## src/hdl/iptp_pkg.sv

```systemverilog
package iptp_pkg;

   // Default length of the link header ahead of the IPv4 header
   localparam int unsigned LINK_HEADER_BYTES_DEF = 14;

   // Verdict codes
   localparam logic [2:0] VERDICT_TCP_OK    = 3'd0;
   localparam logic [2:0] VERDICT_BAD_IP    = 3'd1;
   localparam logic [2:0] VERDICT_UDP       = 3'd2;
   localparam logic [2:0] VERDICT_ICMP      = 3'd3;
   localparam logic [2:0] VERDICT_IP        = 3'd4;
   localparam logic [2:0] VERDICT_OTHER     = 3'd5;
   localparam logic [2:0] VERDICT_BAD_TCP   = 3'd6;
   localparam logic [2:0] VERDICT_TRUNCATED = 3'd7;

   // IPv4 protocol numbers
   localparam logic [7:0] PROTO_IP   = 8'd0;
   localparam logic [7:0] PROTO_ICMP = 8'd1;
   localparam logic [7:0] PROTO_TCP  = 8'd6;
   localparam logic [7:0] PROTO_UDP  = 8'd17;

   localparam logic [5:0] MIN_HDR_BYTES      = 6'd20;
   localparam logic [7:0] OFFSET_NIBBLE_MASK = 8'hf0;

   // Verdict queue between front and back
   localparam int unsigned QUEUE_DEPTH = 2;
   localparam int unsigned QUEUE_PTR_W = $clog2(QUEUE_DEPTH);
   localparam int unsigned QUEUE_CNT_W = $clog2(QUEUE_DEPTH + 1);

   // One verdict event with everything captured for the frame
   typedef struct packed {
      logic [2:0]  verdict;
      logic [5:0]  ip_len;
      logic [15:0] total_len;
      logic [7:0]  proto;
      logic [31:0] src_addr;
      logic [31:0] dst_addr;
      logic [31:0] ports;
      logic [5:0]  tcp_len;
   } event_type;

   // Queue status seen by the front and the back
   typedef struct packed {
      logic not_full;
      logic not_empty;
   } queue_status_type;

endpackage

```

## src/hdl/iptp_if.sv

```systemverilog
interface iptp_req_if;
   logic       valid;
   logic       ready;
   logic [7:0] frame_byte;
   logic       frame_end;

   modport source (output valid, output frame_byte, output frame_end, input ready);
   modport sink   (input valid, input frame_byte, input frame_end, output ready);
endinterface

interface iptp_rsp_if;
   logic        valid;
   logic        ready;
   logic [2:0]  verdict;
   logic [31:0] packet_number;
   logic [5:0]  ip_header_bytes;
   logic [7:0]  protocol_number;
   logic [31:0] source_address;
   logic [31:0] destination_address;
   logic [15:0] source_port;
   logic [15:0] destination_port;
   logic [5:0]  tcp_header_bytes;
   logic [15:0] payload_bytes;

   modport source (
      output valid, output verdict, output packet_number, output ip_header_bytes,
      output protocol_number, output source_address, output destination_address,
      output source_port, output destination_port, output tcp_header_bytes,
      output payload_bytes, input ready
   );
   modport sink (
      input valid, input verdict, input packet_number, input ip_header_bytes,
      input protocol_number, input source_address, input destination_address,
      input source_port, input destination_port, input tcp_header_bytes,
      input payload_bytes, output ready
   );
endinterface

```

## src/hdl/iptp_front.sv

```systemverilog
module iptp_front #(
   parameter int unsigned LINK_HEADER_BYTES = iptp_pkg::LINK_HEADER_BYTES_DEF
) (
   input  logic                       clock,
   input  logic                       reset,
   iptp_req_if.sink                   req_chan,
   input  iptp_pkg::queue_status_type q_status,
   output logic                       ev_push,
   output iptp_pkg::event_type        ev
);
   import iptp_pkg::*;

   localparam logic [6:0] LINK_POS = 7'(LINK_HEADER_BYTES);
   localparam logic [6:0] POS_MAX  = 7'd127;

   // IP header byte offsets
   localparam logic [6:0] OFS_IHL      = 7'd0;
   localparam logic [6:0] OFS_TLEN_HI  = 7'd2;
   localparam logic [6:0] OFS_TLEN_LO  = 7'd3;
   localparam logic [6:0] OFS_PROTO    = 7'd9;
   localparam logic [6:0] OFS_SRC_0    = 7'd12;
   localparam logic [6:0] OFS_SRC_3    = 7'd15;
   localparam logic [6:0] OFS_DST_0    = 7'd16;
   localparam logic [6:0] OFS_DST_3    = 7'd19;
   // TCP header byte offsets
   localparam logic [6:0] OFS_PORTS_3  = 7'd3;
   localparam logic [6:0] OFS_DOFF     = 7'd12;

   logic [6:0]  pos_ff, pos_in;
   logic        issued_ff, issued_in;
   logic [5:0]  ip_len_ff, ip_len_in;
   logic [15:0] total_ff, total_in;
   logic [7:0]  proto_ff, proto_in;
   logic [31:0] src_ff, src_in;
   logic [31:0] dst_ff, dst_in;
   logic [31:0] ports_ff, ports_in;

   logic        accept;
   logic [7:0]  b;
   logic [7:0]  doff_masked;
   logic [6:0]  idx;
   logic [6:0]  tcp_idx;
   logic [5:0]  ihl4;
   logic [5:0]  doff4;
   logic        hdr_valid;
   logic [2:0]  hdr_verdict;
   logic [5:0]  hdr_tcp_len;

   assign req_chan.ready = q_status.not_full;
   assign accept      = req_chan.valid & req_chan.ready;
   assign b           = req_chan.frame_byte;
   assign idx         = pos_ff - LINK_POS;
   assign tcp_idx     = idx - {1'b0, ip_len_ff};
   assign ihl4        = {b[3:0], 2'b00};
   assign doff_masked = b & OFFSET_NIBBLE_MASK;
   assign doff4       = {doff_masked[7:4], 2'b00};

   always_comb begin
      ip_len_in   = ip_len_ff;
      total_in    = total_ff;
      proto_in    = proto_ff;
      src_in      = src_ff;
      dst_in      = dst_ff;
      ports_in    = ports_ff;
      hdr_valid   = 1'b0;
      hdr_verdict = VERDICT_TCP_OK;
      hdr_tcp_len = 6'd0;
      if (!issued_ff && pos_ff >= LINK_POS) begin
         priority if (idx == OFS_IHL) begin
            ip_len_in = ihl4;
            if (ihl4 < MIN_HDR_BYTES) begin
               hdr_valid   = 1'b1;
               hdr_verdict = VERDICT_BAD_IP;
            end
         end else if (idx == OFS_TLEN_HI || idx == OFS_TLEN_LO) begin
            total_in = {total_ff[7:0], b};
         end else if (idx == OFS_PROTO) begin
            proto_in = b;
         end else if (idx >= OFS_SRC_0 && idx <= OFS_SRC_3) begin
            src_in = {src_ff[23:0], b};
         end else if (idx >= OFS_DST_0 && idx <= OFS_DST_3) begin
            dst_in = {dst_ff[23:0], b};
            if (idx == OFS_DST_3 && proto_ff != PROTO_TCP) begin
               hdr_valid = 1'b1;
               priority if (proto_ff == PROTO_UDP)  hdr_verdict = VERDICT_UDP;
               else if (proto_ff == PROTO_ICMP)     hdr_verdict = VERDICT_ICMP;
               else if (proto_ff == PROTO_IP)       hdr_verdict = VERDICT_IP;
               else                                 hdr_verdict = VERDICT_OTHER;
            end
         end else if (idx >= {1'b0, ip_len_ff}) begin
            if (tcp_idx <= OFS_PORTS_3) begin
               ports_in = {ports_ff[23:0], b};
            end else if (tcp_idx == OFS_DOFF) begin
               hdr_valid   = 1'b1;
               hdr_tcp_len = doff4;
               hdr_verdict = (doff4 < MIN_HDR_BYTES) ? VERDICT_BAD_TCP : VERDICT_TCP_OK;
            end
         end else begin
            // remaining header bytes carry nothing we keep
         end
      end
   end

   // Event carries the captures including this byte
   always_comb begin
      ev.verdict   = hdr_valid ? hdr_verdict : VERDICT_TRUNCATED;
      ev.ip_len    = ip_len_in;
      ev.total_len = total_in;
      ev.proto     = proto_in;
      ev.src_addr  = src_in;
      ev.dst_addr  = dst_in;
      ev.ports     = ports_in;
      ev.tcp_len   = hdr_tcp_len;
      ev_push      = accept & (hdr_valid | (req_chan.frame_end & ~issued_ff));
   end

   assign issued_in = issued_ff | hdr_valid;
   assign pos_in    = (pos_ff < POS_MAX) ? pos_ff + 7'd1 : pos_ff;

   always_ff @(posedge clock) begin
      if (reset || (accept && req_chan.frame_end)) begin
         pos_ff    <= '0;
         issued_ff <= 1'b0;
         ip_len_ff <= '0;
         total_ff  <= '0;
         proto_ff  <= '0;
         src_ff    <= '0;
         dst_ff    <= '0;
         ports_ff  <= '0;
      end else if (accept) begin
         pos_ff    <= pos_in;
         issued_ff <= issued_in;
         ip_len_ff <= ip_len_in;
         total_ff  <= total_in;
         proto_ff  <= proto_in;
         src_ff    <= src_in;
         dst_ff    <= dst_in;
         ports_ff  <= ports_in;
      end
   end

endmodule

```

## src/hdl/iptp_queue.sv

```systemverilog
module iptp_queue (
   input  logic                       clock,
   input  logic                       reset,
   input  logic                       push,
   input  iptp_pkg::event_type        push_data,
   input  logic                       pop,
   output iptp_pkg::event_type        head_data,
   output iptp_pkg::queue_status_type status
);
   import iptp_pkg::*;

   event_type              entry_ff [QUEUE_DEPTH];
   logic [QUEUE_PTR_W-1:0] wr_ptr_ff, rd_ptr_ff;
   logic [QUEUE_CNT_W-1:0] count_ff, count_in;
   logic                   do_push, do_pop;

   assign status.not_full  = (count_ff != QUEUE_CNT_W'(QUEUE_DEPTH));
   assign status.not_empty = (count_ff != '0);
   assign do_push   = push & status.not_full;
   assign do_pop    = pop & status.not_empty;
   assign head_data = entry_ff[rd_ptr_ff];

   always_comb begin
      count_in = count_ff;
      if (do_push && !do_pop) count_in = count_ff + 1'b1;
      else if (do_pop && !do_push) count_in = count_ff - 1'b1;
   end

   always_ff @(posedge clock) begin
      if (do_push) entry_ff[wr_ptr_ff] <= push_data;
   end

   always_ff @(posedge clock) begin
      if (reset) begin
         wr_ptr_ff <= '0;
         rd_ptr_ff <= '0;
         count_ff  <= '0;
      end else begin
         if (do_push) wr_ptr_ff <= wr_ptr_ff + 1'b1;
         if (do_pop)  rd_ptr_ff <= rd_ptr_ff + 1'b1;
         count_ff <= count_in;
      end
   end

endmodule

```

## src/hdl/iptp_back.sv

```systemverilog
module iptp_back (
   input  logic                       clock,
   input  logic                       reset,
   input  iptp_pkg::event_type        head_data,
   input  iptp_pkg::queue_status_type q_status,
   output logic                       pop,
   iptp_rsp_if.source                 rsp_chan
);
   import iptp_pkg::*;

   logic        valid_ff;
   logic [31:0] counter_ff;
   logic [2:0]  verdict_ff;
   logic [31:0] number_ff;
   logic [5:0]  ip_len_ff;
   logic [7:0]  proto_ff;
   logic [31:0] src_ff, dst_ff;
   logic [15:0] sport_ff, dport_ff;
   logic [5:0]  tcp_len_ff;
   logic [15:0] payload_ff;

   logic        load;
   logic        is_tcp, is_fault;
   logic [6:0]  hdrs;
   logic [15:0] payload_in;

   assign load     = q_status.not_empty & (~valid_ff | rsp_chan.ready);
   assign pop      = load;
   assign is_tcp   = (head_data.verdict == VERDICT_TCP_OK) ||
                     (head_data.verdict == VERDICT_BAD_TCP);
   assign is_fault = (head_data.verdict == VERDICT_BAD_IP);
   assign hdrs     = {1'b0, head_data.ip_len} + {1'b0, head_data.tcp_len};

   always_comb begin
      payload_in = '0;
      if (head_data.verdict == VERDICT_TCP_OK && head_data.total_len > {9'd0, hdrs})
         payload_in = head_data.total_len - {9'd0, hdrs};
   end

   always_ff @(posedge clock) begin
      if (reset) begin
         valid_ff   <= 1'b0;
         counter_ff <= '0;
      end else begin
         if (load) begin
            valid_ff   <= 1'b1;
            counter_ff <= counter_ff + 32'd1;
         end else if (rsp_chan.ready) begin
            valid_ff <= 1'b0;
         end
      end
   end

   always_ff @(posedge clock) begin
      if (load) begin
         verdict_ff <= head_data.verdict;
         number_ff  <= counter_ff + 32'd1;
         ip_len_ff  <= head_data.ip_len;
         proto_ff   <= is_fault ? 8'd0 : head_data.proto;
         src_ff     <= is_fault ? 32'd0 : head_data.src_addr;
         dst_ff     <= is_fault ? 32'd0 : head_data.dst_addr;
         sport_ff   <= is_tcp ? head_data.ports[31:16] : 16'd0;
         dport_ff   <= is_tcp ? head_data.ports[15:0] : 16'd0;
         tcp_len_ff <= is_tcp ? head_data.tcp_len : 6'd0;
         payload_ff <= payload_in;
      end
   end

   assign rsp_chan.valid               = valid_ff;
   assign rsp_chan.verdict             = verdict_ff;
   assign rsp_chan.packet_number       = number_ff;
   assign rsp_chan.ip_header_bytes     = ip_len_ff;
   assign rsp_chan.protocol_number     = proto_ff;
   assign rsp_chan.source_address      = src_ff;
   assign rsp_chan.destination_address = dst_ff;
   assign rsp_chan.source_port         = sport_ff;
   assign rsp_chan.destination_port    = dport_ff;
   assign rsp_chan.tcp_header_bytes    = tcp_len_ff;
   assign rsp_chan.payload_bytes       = payload_ff;

endmodule

```

## src/hdl/ipv4_tcp_header_parser_top.sv

```systemverilog
// Channel    Dir  Transaction
// ---------  ---  ---------------------------------------------------------
// req_chan   in   one frame byte (frame_byte) plus last-byte flag (frame_end)
// rsp_chan   out  one verdict per frame with captured IPv4/TCP header fields
//
// One byte transaction per clock while req_chan.ready is high; the front
// captures and classifies each byte combinationally. A verdict is written into
// a 2-entry queue when the deciding byte's transaction completes, and from the
// queue into the output register behind rsp_chan once that register is empty
// or being taken. req_chan.ready drops only while the queue holds two verdicts,
// i.e. when the result side stalls. Reset is synchronous, active high, no sweep.
module ipv4_tcp_header_parser_top #(
   parameter int unsigned LINK_HEADER_BYTES = iptp_pkg::LINK_HEADER_BYTES_DEF
) (
   input  logic        clock,
   input  logic        reset,
   iptp_req_if.sink    req_chan,
   iptp_rsp_if.source  rsp_chan
);
   import iptp_pkg::*;

   // Front to queue: verdict events, at most one per frame
   event_type        ev;
   logic             ev_push;
   // Queue to back: oldest pending verdict
   event_type        head_data;
   queue_status_type q_status;
   logic             pop;

   // Front: tracks byte position in the frame, captures IP/TCP fields and
   // decides the verdict on the byte that settles it (or frame end).
   iptp_front #(
      .LINK_HEADER_BYTES (LINK_HEADER_BYTES)
   ) u_front (
      .clock    (clock),
      .reset    (reset),
      .req_chan (req_chan),
      .q_status (q_status),
      .ev_push  (ev_push),
      .ev       (ev)
   );

   // Short queue so byte intake keeps going while a result waits
   iptp_queue u_queue (
      .clock     (clock),
      .reset     (reset),
      .push      (ev_push),
      .push_data (ev),
      .pop       (pop),
      .head_data (head_data),
      .status    (q_status)
   );

   // Back: packet numbering, payload length, field masking, output register
   iptp_back u_back (
      .clock     (clock),
      .reset     (reset),
      .head_data (head_data),
      .q_status  (q_status),
      .pop       (pop),
      .rsp_chan  (rsp_chan)
   );

endmodule

```

## src/flat_wrapper.sv

```systemverilog
// flat-port wrapper written by rule: the top's interface ports become plain ports
module ipv4_tcp_header_parser_top_flat import iptp_pkg::*;
#(
   parameter int unsigned LINK_HEADER_BYTES = iptp_pkg::LINK_HEADER_BYTES_DEF
)
  (clock, reset, req_chan_valid, req_chan_frame_byte, req_chan_frame_end, req_chan_ready, rsp_chan_valid, rsp_chan_verdict, rsp_chan_packet_number, rsp_chan_ip_header_bytes, rsp_chan_protocol_number, rsp_chan_source_address, rsp_chan_destination_address, rsp_chan_source_port, rsp_chan_destination_port, rsp_chan_tcp_header_bytes, rsp_chan_payload_bytes, rsp_chan_ready);
  iptp_req_if req_chan_i ();
  iptp_rsp_if rsp_chan_i ();
  input  logic clock;
  input  logic reset;
  input wire logic [$bits(req_chan_i.valid)-1:0] req_chan_valid;
  input wire logic [$bits(req_chan_i.frame_byte)-1:0] req_chan_frame_byte;
  input wire logic [$bits(req_chan_i.frame_end)-1:0] req_chan_frame_end;
  output wire logic [$bits(req_chan_i.ready)-1:0] req_chan_ready;
  output wire logic [$bits(rsp_chan_i.valid)-1:0] rsp_chan_valid;
  output wire logic [$bits(rsp_chan_i.verdict)-1:0] rsp_chan_verdict;
  output wire logic [$bits(rsp_chan_i.packet_number)-1:0] rsp_chan_packet_number;
  output wire logic [$bits(rsp_chan_i.ip_header_bytes)-1:0] rsp_chan_ip_header_bytes;
  output wire logic [$bits(rsp_chan_i.protocol_number)-1:0] rsp_chan_protocol_number;
  output wire logic [$bits(rsp_chan_i.source_address)-1:0] rsp_chan_source_address;
  output wire logic [$bits(rsp_chan_i.destination_address)-1:0] rsp_chan_destination_address;
  output wire logic [$bits(rsp_chan_i.source_port)-1:0] rsp_chan_source_port;
  output wire logic [$bits(rsp_chan_i.destination_port)-1:0] rsp_chan_destination_port;
  output wire logic [$bits(rsp_chan_i.tcp_header_bytes)-1:0] rsp_chan_tcp_header_bytes;
  output wire logic [$bits(rsp_chan_i.payload_bytes)-1:0] rsp_chan_payload_bytes;
  input wire logic [$bits(rsp_chan_i.ready)-1:0] rsp_chan_ready;
  assign req_chan_i.valid = req_chan_valid;
  assign req_chan_i.frame_byte = req_chan_frame_byte;
  assign req_chan_i.frame_end = req_chan_frame_end;
  assign req_chan_ready = req_chan_i.ready;
  assign rsp_chan_valid = rsp_chan_i.valid;
  assign rsp_chan_verdict = rsp_chan_i.verdict;
  assign rsp_chan_packet_number = rsp_chan_i.packet_number;
  assign rsp_chan_ip_header_bytes = rsp_chan_i.ip_header_bytes;
  assign rsp_chan_protocol_number = rsp_chan_i.protocol_number;
  assign rsp_chan_source_address = rsp_chan_i.source_address;
  assign rsp_chan_destination_address = rsp_chan_i.destination_address;
  assign rsp_chan_source_port = rsp_chan_i.source_port;
  assign rsp_chan_destination_port = rsp_chan_i.destination_port;
  assign rsp_chan_tcp_header_bytes = rsp_chan_i.tcp_header_bytes;
  assign rsp_chan_payload_bytes = rsp_chan_i.payload_bytes;
  assign rsp_chan_i.ready = rsp_chan_ready;
  ipv4_tcp_header_parser_top #(.LINK_HEADER_BYTES(LINK_HEADER_BYTES)) u_core (.clock(clock), .reset(reset), .req_chan(req_chan_i), .rsp_chan(rsp_chan_i));
endmodule
```

## config.mk

```make
export PLATFORM = sky130hd
export DESIGN_NAME = ipv4_tcp_header_parser_top_flat
export DESIGN_NICKNAME = d
export VERILOG_FILES = /design/src/hdl/iptp_pkg.sv /design/src/hdl/iptp_if.sv /design/src/hdl/iptp_front.sv /design/src/hdl/iptp_queue.sv /design/src/hdl/iptp_back.sv /design/src/hdl/ipv4_tcp_header_parser_top.sv /design/src/flat_wrapper.sv
export SDC_FILE = /design/constraint.sdc
export NUM_CORES = 1
export LEC_CHECK = 0
export BUFFER_PORTS_ARGS = -buffer_cell sky130_fd_sc_hd__buf_2
export CAP_MARGIN = 20
export CORE_ASPECT_RATIO = 0.7
export CORE_MARGIN = 2
export CORE_UTILIZATION = 50
export DETAILED_ROUTE_END_ITERATION = 12
export PLACE_DENSITY_LB_ADDON = 0.08
export SLEW_MARGIN = 10
export SYNTH_ARGS = -nofsm -noshare
export SYNTH_HDL_FRONTEND = slang
export SYNTH_SLANG_ARGS = --single-unit
```

## constraint.sdc

```tcl
create_clock -name clock -period 21 [get_ports clock]
set_clock_uncertainty 0.15 [all_clocks]
set_input_delay 5.25 -clock clock [delete_from_list [all_inputs] [get_ports clock]]
set_output_delay 5.25 -clock clock [all_outputs]
set_load 0.005 [all_outputs]
```

==> flow_summary.ini <==
[global_route]
grt_pass1_vias = 13941
antenna_found_initial = 2
grt_start_max_net_pins = 81
grt_pass1_wl_um = 79220
gr-total-overflow = 0
grt_usage_pct = 19.62

[power_and_ir_drop]
vdd_drop_max_mv = 0.06781
power.switching_uw = 820.0
intPower_uw = 2307
pwr-share-clk_pct = 32.9
p_leak_uw = 0.01030
powerDensity_nw_per_um2 = 111.2
p_sw_share_pct = 26.22
pwr-share-comb_pct = 17.2
seq_power_share_pct = 50.0

[floorplan]
num_rows = 68
core-area_um2 = 49010
die_x_um = 269.4
start_util_pct = 50.32
dieArea_um2 = 51140
io_pins = 182
die_height_um = 189.8

[sta]
rsz0062_at_grt = false
period_share_pct = 37.10
slew_violations = 0
worst_pin_slew_ps = 1117
setup_violations = 0
max_slew_margin_pct = 25.13
hold_violations = 0
finalCriticalPeriod_ps = 7791
tns_ps = 0
clock.fmax_mhz = 128.3

[cells_and_area]
nets = 2085
final_cell_mix = 431 x edfxtp_1, 254 x nand2_1, 180 x buf_2
area_growth_pct = 14.09
final.fill_count = 3992
layout_commonest_cell = edfxtp_1
drive_above_1_share_pct = 21.66
stdcell_area_um2 = 28140

[critical_path]
start_kind = input port
reg2reg_depth = 12
path_cells = buf_2 > o21a_1 > o32ai_1 > o31a_1 > and2_4 > buf_4 > buf_16
crit_path_start = req_chan_frame_byte[1]
crit_fanout = 63
worstPathRequired_ps = 21110
path_class = in2reg
cpPeakStageDelay_ps = 700
crit_slowest_cell = and2_4
arrival_ps = 7900
end_kind = flop
rr_startpoint = u_core.u_front.pos_ff[1]$_SDFFE_PP0P_

[clock_tree]
cts_tree = done
clk_pin_slew_ps = 60
cts_resized = 0
cts_sinks = 603
cts_buffers = 56
clk-insertion-delay-late_ps = 620
cts_buffer_depth = 3
clock-root-buffer = clkbuf_16
htreeDepth = 2
cts_setup_buffers = 0
hold_buffers = 0

[place]
portBuffers = 179
placed_area_um2 = 26190
place_congestion = 0.8623
dp_hpwl_um = 31390

[synth]
yosysSeqAreaShare_pct = 66.44
syn_inst = 1888
synth-edff-count = 431
ys_seq_elements = 603
synth.avg_cell_area_um2 = 13.06
async_flop_share_pct = 0
synthDistinctLibCells = 61
syn_area_um2 = 24660
synth_ff_type = edfxtp_1
yosys_warnings = 0

[drt]
drt-total-wl_um = 50720
ant_nets = 0
drc = 0
vias_per_cell = 5.259
num_vias = 14503
first_pass_iters = 5
wl_per_cell_um = 18.39
drt_iter0_drc = 930

[job]
max_cap_violations = 0

[hold_path]
worstHoldPathType = reg2reg
holdPathStages = 2
min_from = u_core.u_front.total_ff[13]$_SDFFE_PP0P_

[status]
status = complete, no violations
==> cell families after synthesis <==
group | share of synthesized area, %
buffers and inverters | 2.004
other | 0.01521
AO/OA/AOI/OAI | 4.313
flip-flops | 66.44
adder cells (fa/ha/maj) | 1.563
XOR/XNOR | 2.927
multiplexers | 12.57
AND/OR/NAND/NOR | 10.17
==> sequential cells by signal, summed over array words and instances (netlist names), 8 cells and up, named ones only <==
signal	count
u_core.u_front.proto_ff	8
u_core.u_front.total_ff	16
u_core.u_front.dst_ff	32
u_core.u_back.rsp_chan.packet_number	32
u_core.u_back.rsp_chan.protocol_number	8
u_core.u_back.rsp_chan.source_address	32
u_core.u_back.rsp_chan.destination_port	16
u_core.u_back.counter_ff	32
u_core.u_back.rsp_chan.destination_address	32
u_core.u_front.src_ff	32
u_core.u_queue.entry_ff	266
u_core.u_back.rsp_chan.payload_bytes	16
u_core.u_front.ports_ff	32
u_core.u_back.rsp_chan.source_port	16
==> power groups by stage <==
stage / Sequential [µW] / Clock, µW / Combinational (µW)
after floorplan: 1620 / 0 / 303
after global placement: 1590 / 0 / 541
after detailed placement: 1590 / 0 / 546
after CTS: 1570 / 1050 / 548
after global routing: 1580 / 1100 / 590
final: 1560 / 1030 / 537
==> cell usage after synthesis, types with 26 or more instances <==
cell type,count,area (µm²)
xnor2_1,40,350.3
mux2i_1,151,1511
edfxtp_1,431,12940
mux2_2,141,1588
a21oi_1,112,560.5
nand3_1,32,160.2
xor2_1,36,315.3
clkbuf_1,85,319.1
ha_1,26,325.3
dfxtp_1,172,3443
nor2_1,179,671.9
nand2_1,254,953.4
==> layout make-up <==
| class | instances | area [µm²] | share of cell area [%] |
|---|---|---|---|
| timing repair buffer | 201 | 1106 | 3.931 |
| tap | 665 | 832.0 | 2.957 |
| inverter | 21 | 83.83 | 0.2980 |
| sequential | 603 | 16390 | 58.25 |
| antenna | 2 | 5.005 | 0.01779 |
| clock inverter | 26 | 244.0 | 0.8672 |
| clock buffer | 80 | 1647 | 5.852 |
| multi-input combinational | 1160 | 7829 | 27.83 |
==> worst max-delay path: cells and delay by family <==
kind                   cells  cell delay (ps)
AO/OA/AOI/OAI              3              880
AND/OR/NAND/NOR            1              700
buffers and inverters      3              970
==> worst paths after layout <==
kind | endpoint | slack [ps]
max | u_core.u_queue.entry_ff[1][100]$_DFFE_PP_ | 13210
min | u_core.u_front.total_ff[13]$_SDFFE_PP0P_ | 300
max reg2reg | u_core.u_queue.entry_ff[1][100]$_DFFE_PP_ | 14950
min reg2reg | u_core.u_front.total_ff[13]$_SDFFE_PP0P_ | 300
==> metrics by stage <==
stage               util, %  setup WS [ps]  cells  total power (µW)  hold slack [ps]
floorplan                 -           8411   1889              1926            282.9
global placement      53.39          12310   2646              2127            288.7
detailed placement    53.45          12220   2647              2135            293.2
CTS                   57.30          12870   2753              3168            303.0
global route          57.41          13020   2757              3275            315.8
finish                57.41          13210   2758              3127            304.7
==> metal layers <==
metal / track usage [%] / vias up / routed length [µm]
met3: 3.231 / 60 / 2259
met2: 28.47 / 289 / 21690
met1: 30.36 / 7073 / 25810
met4: 5.556 / 0 / 967
li1: - / 7081 / -
met5: 0 / - / 0
Note: power is estimated with default switching activity, not from simulation.
